## config.mk

```make
export PLATFORM = sky130hd
export DESIGN_NAME = clpm_div
export DESIGN_NICKNAME = d
export VERILOG_FILES = /design/src/hw/rtl/clpm_pkg.sv /design/src/hw/rtl/clpm_div.sv
export SDC_FILE = /design/constraint.sdc
export NUM_CORES = 1
export LEC_CHECK = 0
export BUFFER_PORTS_ARGS = -buffer_cell sky130_fd_sc_hd__buf_4
export CELL_PAD_IN_SITES_DETAIL_PLACEMENT = 0
export CELL_PAD_IN_SITES_GLOBAL_PLACEMENT = 1
export CORE_AREA = 2 2 160 162
export CTS_CLUSTER_DIAMETER = 150
export DETAILED_ROUTE_END_ITERATION = 8
export DIE_AREA = 0 0 162 164
export MAX_ROUTING_LAYER = met4
export PLACE_DENSITY = 0.92
export SYNTH_ARGS = -nofsm -noshare
export SYNTH_HDL_FRONTEND = slang
export SYNTH_SLANG_ARGS = --single-unit
```

## constraint.sdc

```tcl
create_clock -name i_clk -period 9.9 [get_ports i_clk]
set_input_delay 0.495 -clock i_clk [delete_from_list [all_inputs] [get_ports i_clk]]
set_output_delay 0.495 -clock i_clk [all_outputs]
set_load 0.01 [all_outputs]
```

## src/hw/rtl/clpm_pkg.sv

```systemverilog
// ----------------------------------------------------------------------------
// CPU load monitor package
// Widths, limits and shared types of the load monitor and its divider.
// ----------------------------------------------------------------------------
package clpm_pkg;

    // Field widths of the sample and result transactions.
    localparam int IDX_W   = 6;
    localparam int CNT_W   = 64;
    localparam int N_CNT   = 8;
    localparam int LOAD_W  = 7;
    localparam int SUM_W   = 13;
    localparam int COUNT_W = 7;

    // Index of the idle and iowait counters within a sample.
    localparam int IDLE_POS   = 3;
    localparam int IOWAIT_POS = 4;

    // Packed stream widths, padded to whole bytes.
    localparam int IN_TDATA_W  = 520;
    localparam int OUT_TDATA_W = 24;

    // Widest index a processor count can need, and the index space of a sample.
    localparam int IDX_EXT_W = 11;
    localparam int MAX_INDEX = 64;

    // Divider: seven quotient bits over a numerator of up to 71 bits.
    localparam int QUOT_W = LOAD_W;
    localparam int NUM_W  = CNT_W + QUOT_W;

    localparam logic [LOAD_W-1:0]  PCT_FULL  = 7'd100;
    localparam logic [SUM_W-1:0]   SUM_MAX   = 13'd8191;
    localparam logic [COUNT_W-1:0] COUNT_MAX = 7'd127;

    // Request into the divider.
    typedef struct packed {
        logic             start;
        logic [NUM_W-1:0] dividend;
        logic [CNT_W-1:0] divisor;
    } t_div_req;

    // Result from the divider; done pulses for one cycle.
    typedef struct packed {
        logic              done;
        logic [QUOT_W-1:0] quotient;
    } t_div_rsp;

endpackage

```

## src/hw/rtl/clpm_div.sv

```systemverilog
// ----------------------------------------------------------------------------
// CPU load monitor divider
// Restoring divider with a seven-bit quotient, one quotient bit per cycle.
// The dividend must stay below 128 times the divisor.
// ----------------------------------------------------------------------------
module clpm_div
    import clpm_pkg::*;
(
    input  logic     i_clk,
    input  logic     i_rst_n,
    input  t_div_req i_req,
    output t_div_rsp o_rsp
);

    localparam int STEP_W = $clog2(QUOT_W);

    logic [NUM_W-1:0]  r_rem;
    logic [NUM_W-1:0]  r_dsr;
    logic [QUOT_W-1:0] r_quo;
    logic [STEP_W-1:0] r_step;
    logic              r_busy;
    logic              r_done;
    logic              fits;

    // The shifted divisor fits into the remainder at this quotient bit.
    assign fits = (r_dsr <= r_rem);

    // Control: busy while the quotient bits are worked out, then a done pulse.
    always_ff @(posedge i_clk) begin
        if (!i_rst_n) begin
            r_busy <= 1'b0;
            r_done <= 1'b0;
            r_step <= '0;
        end else begin
            r_done <= 1'b0;
            if (i_req.start) begin
                r_busy <= 1'b1;
                r_step <= STEP_W'(QUOT_W - 1);
            end else if (r_busy) begin
                r_step <= r_step - 1'b1;
                if (r_step == '0) begin
                    r_busy <= 1'b0;
                    r_done <= 1'b1;
                end
            end
        end
    end

    // Datapath: compare and subtract, then move the divisor one bit down.
    always_ff @(posedge i_clk) begin
        if (i_req.start) begin
            r_rem <= i_req.dividend;
            r_dsr <= NUM_W'({i_req.divisor, {(QUOT_W-1){1'b0}}});
            r_quo <= '0;
        end else if (r_busy) begin
            if (fits) begin
                r_rem <= r_rem - r_dsr;
            end
            r_quo <= {r_quo[QUOT_W-2:0], fits};
            r_dsr <= r_dsr >> 1;
        end
    end

    assign o_rsp.done     = r_done;
    assign o_rsp.quotient = r_quo;

endmodule

```

==> qor.log, run 1 <==
INFO  status         run_status=finished, final reports clean
INFO  power_and_ir_drop power.density=241.3nW/µm²
INFO  critical_path  cp_max_fo=53
INFO  detailed_routing detailedRoute.firstIterationViolations=928
INFO  floorplanning  die-width=162µm
INFO  critical_path  reg2reg_from=r_rem[1]
INFO  logic_synthesis ys_ff_latch=153
INFO  critical_path  crit_path_cell_trace=ha_1, nor2b_4, o2111ai_2, a311o_1, a21o_2, a211oi_1, o21ai_0, a311oi_1, a21oi_1, o21ai_4, buf_4
INFO  worst_hold_path worst_hold_path.num_cells=3
INFO  detailed_routing vias=9759
INFO  finish         area_added_between_synthesis_and_finish=17.20%
INFO  critical_path  critPathTopFamily=compound AO/OA/AOI/OAI gates
INFO  finish         final_layout_size_suffix_gt1_frac=0.1487
INFO  critical_path  timing.critical_path.depth=11
INFO  critical_path  slowest_stage=sky130_fd_sc_hd__buf_4
INFO  sta            tightest_slew=1036ps
INFO  logic_synthesis synth-edff-count=135
INFO  critical_path  worstSetupPathType=flip-flop to flip-flop
INFO  clocking       cts_hold_repair_buffers=0
INFO  sta            final-max-slew-violation-count=0
INFO  sta            timing.final.crit_period=4706ps
INFO  worst_hold_path hold_path_class=input port to flip-flop
INFO  floorplanning  io_pins=146
INFO  critical_path  cp_num_buf_inv=1
INFO  logic_synthesis ys_warn_count=0
INFO  clocking       clockRootBuffer=sky130_fd_sc_hd__clkbuf_16
INFO  detailed_routing final_wirelength=29590µm
INFO  critical_path  rr_endpoint=r_rem[46]
INFO  logic_synthesis most_frequent_cells_after_synthesis=sky130_fd_sc_hd__nand2_1 (200), sky130_fd_sc_hd__edfxtp_1 (135), sky130_fd_sc_hd__o21ai_0 (130)
INFO  sta            maxSlewHeadroom=0.3093
INFO  floorplanning  row_count=58
INFO  logic_synthesis seq_area_frac_synth=0.4009
INFO  finish         antenna_cells=0
INFO  power_and_ir_drop cellLeakagePower=5.343nW
INFO  clocking       clock_slew_at_the_register_clock_pins_of_the_worst_setup_and_hold_paths=70ps
INFO  clocking       cts_tree=done
INFO  clocking       ctsLongestPathBuffers=2
INFO  job            drv_cap=0
INFO  grt            first_global_vias=9280
INFO  sta            rsz0062_at_grt=no
INFO  detailed_routing firstDrtPassIters=5
INFO  logic_synthesis top_cells_by_area_in_the_synthesized_netlist=sky130_fd_sc_hd__edfxtp_1 (37%), sky130_fd_sc_hd__ha_1 (8.2%), sky130_fd_sc_hd__nand2_1 (6.8%)
INFO  critical_path  worstSetupStartpointType=flip-flop
INFO  sta            finClkSkew=11.08ps
INFO  floorplanning  die-height=164µm
INFO  logic_synthesis yosysMostFrequentCell=sky130_fd_sc_hd__nand2_1
INFO  detailed_routing wl_per_cell=17.31µm
INFO  floorplanning  design.die.area=26570µm²
INFO  critical_path  critical_path_sink_type=flip-flop
INFO  sta            finalHoldWorstSlack=332.4ps
INFO  finish         finalNetCount=1577
INFO  clocking       cts.htree.levels=4
INFO  critical_path  critPathRequiredTime=9970ps
INFO  clocking       post_cts_resize_count=0
INFO  placement      portBuffers=145
INFO  placement      dpl.hpwl=22140µm
INFO  grt            grt_remaining_overflow=0
INFO  power_and_ir_drop power=3.114mW
INFO  grt            aggregate_global_route_resource_usage=0.2283
INFO  floorplanning  initial_core_utilization=0.4436
INFO  sta            finalSetupViolCount=0
INFO  logic_synthesis netlist.area_leader.share=0.3682
INFO  logic_synthesis synth-async-reset-ratio=0
INFO  floorplanning  core_region_area=24820µm²
INFO  critical_path  critical-path-max-stage-delay=710ps
INFO  logic_synthesis syn_avg_cell_area=8.697µm²
INFO  clocking       cts-buffers-inserted=17
INFO  critical_path  cp_data_arrival_time=4770ps
INFO  critical_path  reg2reg_setup_slack=5190ps
INFO  logic_synthesis postSynth.topFlopCell=sky130_fd_sc_hd__edfxtp_1
INFO  clocking       clock-sinks=153
INFO  sta            max_freq=212.5MHz
INFO  logic_synthesis number_of_nets_in_the_synthesized_netlist=1477
INFO  detailed_routing post_drt_antenna_nets=0
INFO  detailed_routing post-route-drc-count=0
INFO  logic_synthesis synthDominantAreaCellType=sky130_fd_sc_hd__edfxtp_1
INFO  logic_synthesis syn_inst=1266
INFO  sta            timing.final.hold_violations=0
INFO  detailed_routing avgViaCountPerCell=5.710
INFO  grt            grt_first_pass_wirelength=47240µm
INFO  grt            grt_max_degree=115
INFO  critical_path  critical_path.startpoint=r_rem[1]
INFO  placement      place.gp.congestion=0.8770
INFO  critical_path  worst_r2r_path_depth=11
INFO  sta            period_share=0.4754
INFO  critical_path  worstSetupEndpoint=r_rem[46]
INFO  clocking       clk_latency=440ps
INFO  power_and_ir_drop power.ir.vdd_worst=0.08448mV
INFO  sta            summed_negative_setup_slack_over_all_endpoints=0ps
INFO  logic_synthesis yosysUniqueCellTypes=67
INFO  logic_synthesis syn_area=11010µm²
INFO  grt            grt_antenna_before_repair=0
INFO  clocking       post-cts-setup-buffer-count=0
how the worst min path moves through the flow:
stage / end / start
6_report: r_dsr[59] / i_req[53]
5_1_grt: r_dsr[58] / i_req[52]
4_1_cts: r_dsr[59] / i_req[53]
3_5_place_dp: r_quo[6] / r_quo[6]
3_3_place_gp: r_quo[6] / r_quo[6]
2_1_floorplan: r_dsr[0] / r_dsr[0]
worst min-delay path, stage by stage:
cell and delay [ps]:
sky130_fd_sc_hd__buf_4 80, sky130_fd_sc_hd__nand2_1 40, sky130_fd_sc_hd__o21ai_0 50
area by class of cell:
type	instances	area, µm²
fillers	2349	11910
multi-input cells	941	5957
flip-flops and latches	153	4415
repair buffers	151	1137
clock buffers	21	525.5
well taps	330	412.9
inverters	102	382.9
clock inverters	11	73.82
through the flow:
step	area, µm²	instances	util	worst slack, ps
after floorplan	11010	1266	-	1776
after global placement	12310	1677	0.4958	5404
after detailed placement	12310	1677	0.4958	5225
after CTS	12900	1709	0.5200	5203
after global routing	12900	1709	0.5200	4840
final	12900	1709	0.5200	5194
registers in the layout (all words and copies together), names as in the netlist:
register and flops:
r_busy 1, r_done 1, r_step 3, r_quo 7
r_rem 71, r_dsr 70
kinds of logic (layout without fill, tap and decap cells):
group,after synthesis,after routing,share of synthesized area
xor gates and xnor gates,57,57,0.04534
and+or+nand+nor,384,384,0.1568
muxes,19,19,0.01761
buffers and inverters,172,285,0.05932
adders and majority gates,73,73,0.08364
DFF,153,153,0.4009
AOI/OAI and AO/OA,408,408,0.2364
cells in the final DEF, fill, tap and decap left out, drive strengths merged, types with 8 or more instances in the layout:
cell type	count
nor2b	8
o21a	13
dfxtp	18
o211ai	9
mux2i	16
buf	151
nand2	200
nor2	68
a22o	33
and2	12
xnor2	36
nand4	26
edfxtp	135
nand3	17
a21o	30
o31ai	9
xor2	21
ha	72
a21oi	99
o21ai	133
and3	8
nor3	16
inv	107
o21bai	14
clkbuf	21
a211oi	14
per-layer routing:
layer	vias up	routed length [µm]	track usage	share of wire
met2	313	13680	0.3625	0.46
li1	4799	-	-	-
met1	4606	13810	0.3057	0.47
met5	-	0	-	0
met4	0	569	0.07039	0.019
met3	41	1525	0.03081	0.052
report_power, final:
part | total [mW] | internal [mW] | switching [mW]
sequential | 0.927 | 0.877 | 0.0500
combinational | 1.51 | 0.593 | 0.920
clock | 0.674 | 0.383 | 0.291
total | 3.11 | 1.85 | 1.26
(Power assumes the default switching activity.)
==> run 2, diff against run 1 <==
--- a/config.mk
+++ b/config.mk
@@ -8,12 +8,12 @@
 export BUFFER_PORTS_ARGS = -buffer_cell sky130_fd_sc_hd__buf_4
 export CELL_PAD_IN_SITES_DETAIL_PLACEMENT = 0
 export CELL_PAD_IN_SITES_GLOBAL_PLACEMENT = 1
-export CORE_AREA = 2 2 160 162
+export CORE_AREA = 2 2 169 171
 export CTS_CLUSTER_DIAMETER = 150
 export DETAILED_ROUTE_END_ITERATION = 8
-export DIE_AREA = 0 0 162 164
+export DIE_AREA = 0 0 171 173
 export MAX_ROUTING_LAYER = met4
-export PLACE_DENSITY = 0.92
+export PLACE_DENSITY = 0.87
 export SYNTH_ARGS = -nofsm -noshare
 export SYNTH_HDL_FRONTEND = slang
 export SYNTH_SLANG_ARGS = --single-unit
==> constraint.sdc (replaced) <==
create_clock -name i_clk -period 3.92 [get_ports i_clk]
set_input_delay 0.196 -clock i_clk [delete_from_list [all_inputs] [get_ports i_clk]]
set_output_delay 0.196 -clock i_clk [all_outputs]
set_load 0.01 [all_outputs]
==> run 2 against run 1 <==
Global-route usage shrank 1.2 points. Final cell count grew 3.1%. Clock skew is essentially flat. Non-clock buffer count grew 5. Register-to-register slack lost 4800 ps. Sequential power grew to 2.5 times the previous value. Combinational power grew to 2.6 times the previous value. Utilization shrank 4.6 points. Critical endpoint is now r_rem[56].
==> qor.log, run 2 (synthesized netlist as in run 1, its figures left out) <==
INFO  status         run_status=finished, final reports clean [unchanged]
INFO  finish         top_regs=r_rem: 71 flops, r_dsr: 70 flops, r_quo: 7 flops [unchanged]
INFO  power_and_ir_drop power=7.938mW [was 3.114 mW]
INFO  detailed_routing route.met2.wl=14760µm [was 13680 µm]
INFO  finish         area_added_between_synthesis_and_finish=18.93% [was 17.20%]
INFO  floorplanning  design.die.area=29580µm² [was 26570 µm²]
INFO  sta            maxSlewHeadroom=0.4066 [was 0.3093]
INFO  floorplanning  initial_core_utilization=0.3985 [was 0.4436]
INFO  placement      place.gp.congestion=0.9260 [was 0.8770]
INFO  grt            aggregate_global_route_resource_usage=0.2163 [was 0.2283]
INFO  detailed_routing vias=9607 [was 9759]
INFO  power_and_ir_drop power.density=606.2nW/µm² [was 241.3 nW/µm²]
INFO  sta            tightest_slew=888.2ps [was 1036 ps]
INFO  detailed_routing final_wirelength=31120µm [was 29590 µm]
INFO  sta            setup_ws=344.9ps [was 5194 ps]
INFO  finish         final_cell_mix=sky130_fd_sc_hd__nand2_1 (200), sky130_fd_sc_hd__buf_4 (151), sky130_fd_sc_hd__edfxtp_1 (135) [was sky130_fd_sc_hd__nand2_1 (200), sky130_fd_sc_hd__buf_4 (150), sky130_fd_sc_hd__edfxtp_1 (135)]
INFO  finish         count_of_fill_cells_added_during_filler_insertion=2753 [was 2349]
INFO  clocking       ctsLongestPathBuffers=2 [unchanged]
INFO  critical_path  slowest_stage=sky130_fd_sc_hd__fa_1 [was sky130_fd_sc_hd__buf_4]
INFO  detailed_routing dr.max_layer_used=met4 [unchanged]
INFO  clocking       post_cts_resize_count=0 [unchanged]
INFO  finish         regArea=4415µm² [unchanged]
INFO  finish         finalNetCount=1582 [was 1577]
INFO  power_and_ir_drop power.ir.vdd_worst=0.2750mV [was 0.08448 mV]
INFO  finish         regMostFlops=r_rem [unchanged]
INFO  detailed_routing firstDrtPassIters=6 [was 5]
INFO  critical_path  worstSetupStartpointType=flip-flop [unchanged]
INFO  finish         final_cell_area=13100µm² [was 12900 µm²]
INFO  detailed_routing avgViaCountPerCell=5.452 [was 5.710]
INFO  grt            grt_max_degree=209 [was 115]
INFO  floorplanning  core_region_area=27630µm² [was 24820 µm²]
INFO  sta            timing.final.hold_violations=0 [unchanged]
INFO  clocking       cts_hold_repair_buffers=0 [unchanged]
INFO  critical_path  critical-path-max-stage-delay=400ps [was 710 ps]
INFO  placement      dpl_worst_slack=148.9ps [was 5225 ps]
INFO  detailed_routing wl_per_cell=17.66µm [was 17.31 µm]
INFO  critical_path  cp_data_arrival_time=3820ps [was 4770 ps]
INFO  finish         antenna_cells=0 [unchanged]
INFO  detailed_routing detailedRoute.firstIterationViolations=872 [was 928]
INFO  detailed_routing post-route-drc-count=0 [unchanged]
INFO  clocking       clock_slew_at_the_register_clock_pins_of_the_worst_setup_and_hold_paths=70ps [about the same]
INFO  critical_path  crit_path_cell_trace=inv_1, ha_1, inv_1, fa_1, a21oi_1, o211ai_1, a21oi_1, a21boi_0, o221ai_2, a21boi_0, o21ai_1, nand2_1, a311oi_1 [was ha_1, nor2b_4, o2111ai_2, a311o_1, a21o_2, a211oi_1, o21ai_0, a311oi_1, a21oi_1, o21ai_4, buf_4]
INFO  clocking       clock-sinks=153 [unchanged]
INFO  sta            max_freq=279.7MHz [was 212.5 MHz]
INFO  grt            first_global_vias=9344 [was 9280]
INFO  clocking       cts-buffers-inserted=17 [unchanged]
INFO  finish         combined_area_of_the_multi_input_logic_cells=5998µm² [was 5957 µm²]
INFO  sta            rsz0062_at_grt=no [unchanged]
INFO  placement      dpl.hpwl=23180µm [was 22140 µm]
INFO  critical_path  worstSetupPathType=flip-flop to flip-flop [unchanged]
INFO  grt            grt_antenna_before_repair=0 [unchanged]
INFO  grt            grt_first_pass_wirelength=49410µm [was 47240 µm]
INFO  sta            finClkSkew=10.76ps [was 11.08 ps]
INFO  detailed_routing m1WireLength=14560µm [was 13810 µm]
INFO  sta            summed_negative_setup_slack_over_all_endpoints=0ps [unchanged]
INFO  critical_path  critPathRequiredTime=4170ps [was 9970 ps]
INFO  placement      portBuffers=145 [unchanged]
INFO  clocking       clockRootBuffer=sky130_fd_sc_hd__clkbuf_16 [unchanged]
INFO  power_and_ir_drop cellLeakagePower=5.390nW [was 5.343 nW]
INFO  sta            timing.final.crit_period=3575ps [was 4706 ps]
INFO  floorplanning  row_count=61 [was 58]
INFO  floorplanning  io_pins=146 [unchanged]
INFO  critical_path  critical_path_sink_type=flip-flop [unchanged]
INFO  finish         largest_reg_flops=71 [unchanged]
INFO  sta            final-max-slew-violation-count=0 [unchanged]
INFO  detailed_routing detailroute.wirelength.met3=1354µm [was 1525 µm]
INFO  clocking       cts_tree=done [unchanged]
INFO  finish         final_layout_size_suffix_gt1_frac=0.1553 [was 0.1487]
INFO  clocking       post-cts-setup-buffer-count=0 [unchanged]
INFO  placement      placed_cell_area=12480µm² [was 12310 µm²]
INFO  clocking       cts.htree.levels=4 [unchanged]
INFO  critical_path  cp_max_fo=5 [was 53]
INFO  floorplanning  die-height=173µm [was 164 µm]
INFO  detailed_routing post_drt_antenna_nets=0 [unchanged]
INFO  job            drv_cap=0 [unchanged]
INFO  clocking       clk_latency=430ps [was 440 ps]
INFO  worst_hold_path hold_path_class=input port to flip-flop [unchanged]
INFO  floorplanning  die-width=171µm [was 162 µm]
INFO  sta            period_share=0.9120 [was 0.4754]
INFO  sta            finalSetupViolCount=0 [unchanged]
INFO  grt            grt_remaining_overflow=0 [unchanged]
INFO  finish         layout_commonest_cell=sky130_fd_sc_hd__nand2_1 [unchanged]
-- run 2: cell types whose count changed in the layout (fill, tap and decap cells not counted), moves of 2 or more --
cell | previous run | this run
sky130_fd_sc_hd__clkinv_2 | 4 | 1
sky130_fd_sc_hd__clkbuf_1 | 0 | 2
sky130_fd_sc_hd__o21ai_0 | 129 | 127
sky130_fd_sc_hd__buf_12 | 0 | 4
sky130_fd_sc_hd__o21ai_1 | 3 | 5
-- run 2: worst paths after layout --
path              from        end  slack (ps)  cells past startpoint
min reg2reg   r_dsr[0]   r_dsr[0]         510                      2
max reg2reg   r_rem[0]  r_rem[56]         340                     13
max           r_rem[0]  r_rem[56]         340                     13
min          i_req[51]  r_dsr[57]          40                      3
-- run 2: through the flow --
stage | utilization | cells | hold slack [ps]
5_1_grt | 0.4740 | 1762 | 25.57
3_3_place_gp | 0.4518 | 1730 | 472.8
2_1_floorplan | - | 1266 | 369.2
4_1_cts | 0.4736 | 1762 | 23.72
3_5_place_dp | 0.4518 | 1730 | 480.7
6_report | 0.4740 | 1762 | 36.18
-- run 2: layer usage --
| metal | up-vias | GRT usage |
|---|---|---|
| met5 | - | - |
| li1 | 4802 | - |
| met2 | 252 | 0.3506 |
| met1 | 4523 | 0.2870 |
| met3 | 30 | 0.02976 |
| met4 | 0 | 0.04944 |
-- run 2: where the power goes --
part | switching, mW | internal [mW] | total, mW
clock network | 0.743 | 0.974 | 1.72
registers | 0.137 | 2.21 | 2.35
logic | 2.34 | 1.53 | 3.87
total | 3.22 | 4.72 | 7.94
-- run 2: worst max-delay path, delay by kind of cell, from the launching register on --
family | cells | cell delay [ps]
simple gates | 1 | 130
compound gates | 8 | 2150
buf+inv | 2 | 130
fa+ha+maj | 2 | 600
flops | 1 | 370
-- run 2: area by class of cell --
class                           instances  area share
Clock buffer                           23     0.04070
Multi-Input combinational cell        941      0.4581
Timing Repair Buffer                  156     0.09354
Inverter                              102     0.02924
Clock inverter                          9    0.005160
Sequential cell                       153      0.3372
Tap cell                              378     0.03612
==> run 3, diff against run 2 <==
--- a/config.mk
+++ b/config.mk
@@ -5,15 +5,17 @@
 export SDC_FILE = /design/constraint.sdc
 export NUM_CORES = 1
 export LEC_CHECK = 0
+export ABC_AREA = 1
 export BUFFER_PORTS_ARGS = -buffer_cell sky130_fd_sc_hd__buf_4
 export CELL_PAD_IN_SITES_DETAIL_PLACEMENT = 0
 export CELL_PAD_IN_SITES_GLOBAL_PLACEMENT = 1
-export CORE_AREA = 2 2 169 171
+export CORE_AREA = 2 2 182 184
 export CTS_CLUSTER_DIAMETER = 150
 export DETAILED_ROUTE_END_ITERATION = 8
-export DIE_AREA = 0 0 171 173
+export DIE_AREA = 0 0 184 186
+export GPL_ROUTABILITY_DRIVEN = 0
 export MAX_ROUTING_LAYER = met4
-export PLACE_DENSITY = 0.87
+export PLACE_DENSITY = 0.89
 export SYNTH_ARGS = -nofsm -noshare
 export SYNTH_HDL_FRONTEND = slang
 export SYNTH_SLANG_ARGS = --single-unit
==> run 3 against run 2 <==
Synthesized cell count rose by 49%. Global-route usage rose by 1.2 points. Flip-flop and latch count did not move. Cell area rose by 12%. Final cell count rose by 39%. First-iteration DRC count rose by 11%. Non-clock buffer count fell by 2. Via count rose by 26%. Sequential share of layout area fell by 3.5 points. Combinational power fell by 4%. Fmax rose by 16%.
==> qor.log, run 3 <==
INFO  logic_synthesis synth-edff-count=135 [unchanged]
INFO  worst_hold_path hold_path_class=input port to flip-flop [unchanged]
INFO  sta            finClkSkew=15.21ps [was 10.76 ps]
INFO  logic_synthesis area_fraction_in_compound_gates_after_synthesis=0.1006 [was 0.2364]
INFO  logic_synthesis most_frequent_cells_after_synthesis=sky130_fd_sc_hd__nand2_1 (687), sky130_fd_sc_hd__inv_1 (335), sky130_fd_sc_hd__edfxtp_1 (135) [was sky130_fd_sc_hd__nand2_1 (200), sky130_fd_sc_hd__edfxtp_1 (135), sky130_fd_sc_hd__o21ai_0 (130)]
INFO  finish         finalNetCount=2234 [was 1582]
INFO  floorplanning  die-width=184µm [was 171 µm]
INFO  grt            aggregate_global_route_resource_usage=0.2285 [was 0.2163]
INFO  logic_synthesis synthDominantAreaCellType=sky130_fd_sc_hd__edfxtp_1 [unchanged]
INFO  sta            period_share=0.7859 [was 0.9120]
INFO  clocking       cts.htree.levels=4 [unchanged]
INFO  sta            timing.final.hold_violations=0 [unchanged]
INFO  sta            maxSlewHeadroom=0.3328 [was 0.4066]
INFO  finish         area_added_between_synthesis_and_finish=17.13% [was 18.93%]
INFO  floorplanning  die-height=186µm [was 173 µm]
INFO  logic_synthesis syn_area=12490µm² [was 11010 µm²]
INFO  detailed_routing final_wirelength=37740µm [was 31120 µm]
INFO  clocking       post_cts_resize_count=0 [unchanged]
INFO  detailed_routing firstDrtPassIters=5 [was 6]
INFO  power_and_ir_drop cellLeakagePower=7.181nW [was 5.390 nW]
INFO  logic_synthesis synth.area.mux_share=0 [was 0.01761]
INFO  logic_synthesis netlist.area_leader.share=0.3246 [was 0.3682]
INFO  sta            finalSetupViolCount=0 [unchanged]
INFO  logic_synthesis synth_simple_gate_area_frac=0.3406 [was 0.1568]
INFO  floorplanning  core_region_area=32210µm² [was 27630 µm²]
INFO  floorplanning  initial_core_utilization=0.3878 [was 0.3985]
INFO  logic_synthesis synth_xor_area_frac=0.01543 [was 0.04534]
INFO  sta            summed_negative_setup_slack_over_all_endpoints=0ps [unchanged]
INFO  critical_path  cp_max_fo=41 [was 5]
INFO  critical_path  crit_path_frequent_cell=sky130_fd_sc_hd__nand2_1
INFO  finish         largest_reg_flops=71 [unchanged]
INFO  critical_path  rr_endpoint=r_rem[17] [was r_rem[56]]
INFO  status         run_status=finished, final reports clean [unchanged]
INFO  finish         regMostFlops=r_rem [unchanged]
INFO  logic_synthesis yosys.area_share.adder=0.07374 [was 0.08364]
INFO  detailed_routing avgViaCountPerCell=4.954 [was 5.452]
INFO  critical_path  slowest_stage=sky130_fd_sc_hd__buf_4 [was sky130_fd_sc_hd__fa_1]
INFO  grt            grt_first_pass_wirelength=59060µm [was 49410 µm]
INFO  clocking       clock_slew_at_the_register_clock_pins_of_the_worst_setup_and_hold_paths=70ps [about the same]
INFO  floorplanning  row_count=66 [was 61]
INFO  critical_path  reg2reg_setup_slack=840ps [was 340 ps]
INFO  sta            final-max-slew-violation-count=0 [unchanged]
INFO  placement      portBuffers=145 [unchanged]
INFO  grt            first_global_vias=11420 [was 9344]
INFO  logic_synthesis syn_avg_cell_area=6.632µm² [was 8.697 µm²]
INFO  clocking       post-cts-setup-buffer-count=0 [unchanged]
INFO  critical_path  crit_path_cell_trace=ha_1, nand2_1, nor2_1, nand2_1, nor3_1, nand4_1, nor2_1, nor3_1, nand2_1, nand2_1, nand2_2, buf_4 [was inv_1, ha_1, inv_1, fa_1, a21oi_1, o211ai_1, a21oi_1, a21boi_0, o221ai_2, a21boi_0, o21ai_1, nand2_1, a311oi_1]
INFO  finish         final_cell_area=14630µm² [was 13100 µm²]
INFO  placement      placed_cell_area=14030µm² [was 12480 µm²]
INFO  grt            grt_max_degree=79 [was 209]
INFO  logic_synthesis yosysUniqueCellTypes=37 [was 67]
INFO  clocking       ctsLongestPathBuffers=2 [unchanged]
INFO  detailed_routing post-route-drc-count=0 [unchanged]
INFO  worst_hold_path hold_path.startpoint=i_req[63] [was i_req[51]]
INFO  power_and_ir_drop power.ir.vdd_worst=0.2920mV [was 0.2750 mV]
INFO  detailed_routing wl_per_cell=15.44µm [was 17.66 µm]
INFO  logic_synthesis top_cells_by_area_in_the_synthesized_netlist=sky130_fd_sc_hd__edfxtp_1 (32%), sky130_fd_sc_hd__nand2_1 (21%), sky130_fd_sc_hd__inv_1 (10%) [was sky130_fd_sc_hd__edfxtp_1 (37%), sky130_fd_sc_hd__ha_1 (8.2%), sky130_fd_sc_hd__nand2_1 (6.8%)]
INFO  sta            timing.final.crit_period=3081ps [was 3575 ps]
INFO  detailed_routing post_drt_antenna_nets=0 [unchanged]
INFO  logic_synthesis ys_ff_latch=153 [unchanged]
INFO  critical_path  worst_r2r_path_depth=12 [was 13]
INFO  detailed_routing vias=12110 [was 9607]
INFO  worst_hold_path worst_hold_path.num_cells=3 [unchanged]
INFO  critical_path  critPathRequiredTime=3990ps [was 4170 ps]
INFO  grt            grt_remaining_overflow=0 [unchanged]
INFO  clocking       clockRootBuffer=sky130_fd_sc_hd__clkbuf_16 [unchanged]
INFO  logic_synthesis seq_area_frac_synth=0.3535 [was 0.4009]
INFO  grt            grt_antenna_before_repair=0 [unchanged]
INFO  critical_path  critical_path_sink_type=flip-flop [unchanged]
INFO  critical_path  reg2reg_from=r_rem[27] [was r_rem[0]]
INFO  logic_synthesis synth-async-reset-ratio=0 [unchanged]
INFO  job            drv_cap=0 [unchanged]
INFO  sta            tightest_slew=1001ps [was 888.2 ps]
INFO  finish         final_cell_mix=sky130_fd_sc_hd__nand2_1 (686), sky130_fd_sc_hd__inv_1 (333), sky130_fd_sc_hd__buf_4 (152) [was sky130_fd_sc_hd__nand2_1 (200), sky130_fd_sc_hd__buf_4 (151), sky130_fd_sc_hd__edfxtp_1 (135)]
INFO  detailed_routing detailedRoute.firstIterationViolations=969 [was 872]
INFO  clocking       cts_tree=done [unchanged]
INFO  power_and_ir_drop power.density=519.1nW/µm² [was 606.2 nW/µm²]
INFO  finish         final_layout_size_suffix_gt1_frac=0.1356 [was 0.1553]
INFO  logic_synthesis yosysMostFrequentCell=sky130_fd_sc_hd__nand2_1 [unchanged]
INFO  critical_path  worstSetupPathType=flip-flop to flip-flop [unchanged]
INFO  finish         layout_commonest_cell=sky130_fd_sc_hd__nand2_1 [unchanged]
INFO  sta            rsz0062_at_grt=no [unchanged]
INFO  logic_synthesis syn_inst=1883 [was 1266]
INFO  clocking       clock-sinks=153 [unchanged]
INFO  critical_path  worstSetupStartpointType=flip-flop [unchanged]
INFO  clocking       clk_latency=430ps [about the same]
INFO  finish         finalCoreUtilization=0.4542 [was 0.4740]
INFO  floorplanning  io_pins=146 [unchanged]
INFO  placement      dpl.hpwl=30560µm [was 23180 µm]
INFO  logic_synthesis combinational_family_with_the_most_area_after_synthesis=simple AND/OR/NAND/NOR gates [was compound AO/OA/AOI/OAI gates]
INFO  critical_path  cp_data_arrival_time=3150ps [was 3820 ps]
INFO  floorplanning  design.die.area=34220µm² [was 29580 µm²]
INFO  critical_path  critical-path-max-stage-delay=470ps [was 400 ps]
INFO  clocking       cts-buffers-inserted=17 [unchanged]
INFO  placement      dpl_worst_slack=894.9ps [was 148.9 ps]
INFO  finish         top_regs=r_rem: 71 flops, r_dsr: 70 flops, r_quo: 7 flops [unchanged]
INFO  sta            max_freq=324.6MHz [was 279.7 MHz]
INFO  finish         antenna_cells=0 [unchanged]
INFO  logic_synthesis ys_warn_count=0 [unchanged]
INFO  clocking       cts_hold_repair_buffers=1 [was 0]
INFO  worst_hold_path holdPathEnd=r_dsr[69] [was r_dsr[57]]
INFO  logic_synthesis number_of_nets_in_the_synthesized_netlist=2094 [was 1477]
INFO  sta            setup_ws=839.3ps [was 344.9 ps]
INFO  logic_synthesis postSynth.topFlopCell=sky130_fd_sc_hd__edfxtp_1 [unchanged]
-- run 3: cell types whose count changed in the layout (fill, tap and decap cells not counted), sizes merged, moves of 19 or more --
| cell | delta |
|---|---|
| nand3 | +80 |
| nand2 | +507 |
| inv | +249 |
| xor2 | -19 |
| nand4 | -21 |
| nor2 | +84 |
| a21o | -29 |
| a22o | -33 |
-- run 3: layout make-up --
class	count	area (µm²)
multi-input combinational	1346	6626
inverter	351	1318
fill	3455	17580
clock buffer	17	425.4
sequential	153	4414
timing repair buffer	154	1171
tap	408	510.5
clock inverter	15	162.7
-- run 3: worst max path at each step --
stage,from,end,slack [ps],cells past startpoint
after floorplan,r_rem[42],r_rem[0],350,12
after global placement,r_rem[27],r_rem[22],910,12
after detailed placement,r_rem[27],r_rem[22],890,12
after CTS,r_rem[27],r_rem[54],880,12
after global routing,r_dsr[18],r_rem[5],630,15
final,r_rem[27],r_rem[17],840,12
-- run 3: cell families after synthesis --
logic type / Yosys count
AND/OR/NAND/NOR: 1011
buffers and inverters: 384
flip-flops: 153
AO/OA/AOI/OAI: 240
adder cells (fa/ha/maj): 73
XOR/XNOR: 22
-- run 3: metrics by stage --
| stage | instances | total power [mW] | hold slack [ps] |
|---|---|---|---|
| 2_1_floorplan | 1883 | 4.799 | 320.4 |
| 3_3_place_gp | 2411 | 5.807 | 429.0 |
| 3_5_place_dp | 2411 | 5.865 | 443.6 |
| 4_1_cts | 2444 | 7.581 | 5.301 |
| 5_1_grt | 2444 | 8.137 | 23.69 |
| 6_report | 2444 | 7.593 | 18.38 |
-- run 3: where the power goes --
group | total, mW | switching (mW) | internal (mW)
combinational | 3.71 | 2.48 | 1.23
sequential | 2.19 | 0.0792 | 2.11
clock | 1.69 | 0.740 | 0.952
-- run 3: per-layer routing --
metal | up-vias | global-route usage | wire length [µm]
met5 | - | - | 0
met4 | 0 | 0.06496 | 867
met3 | 52 | 0.02739 | 2161
met2 | 372 | 0.3615 | 16990
met1 | 5472 | 0.3092 | 17720
li1 | 6212 | - | -
-- run 3: critical path, delay by kind of cell, from the launching register on --
| kind | cells | cell delay [ps] |
|---|---|---|
| flip-flops | 1 | 370 |
| buffers and inverters | 1 | 470 |
| AND/OR/NAND/NOR | 10 | 1480 |
| adder cells (fa/ha/maj) | 1 | 370 |
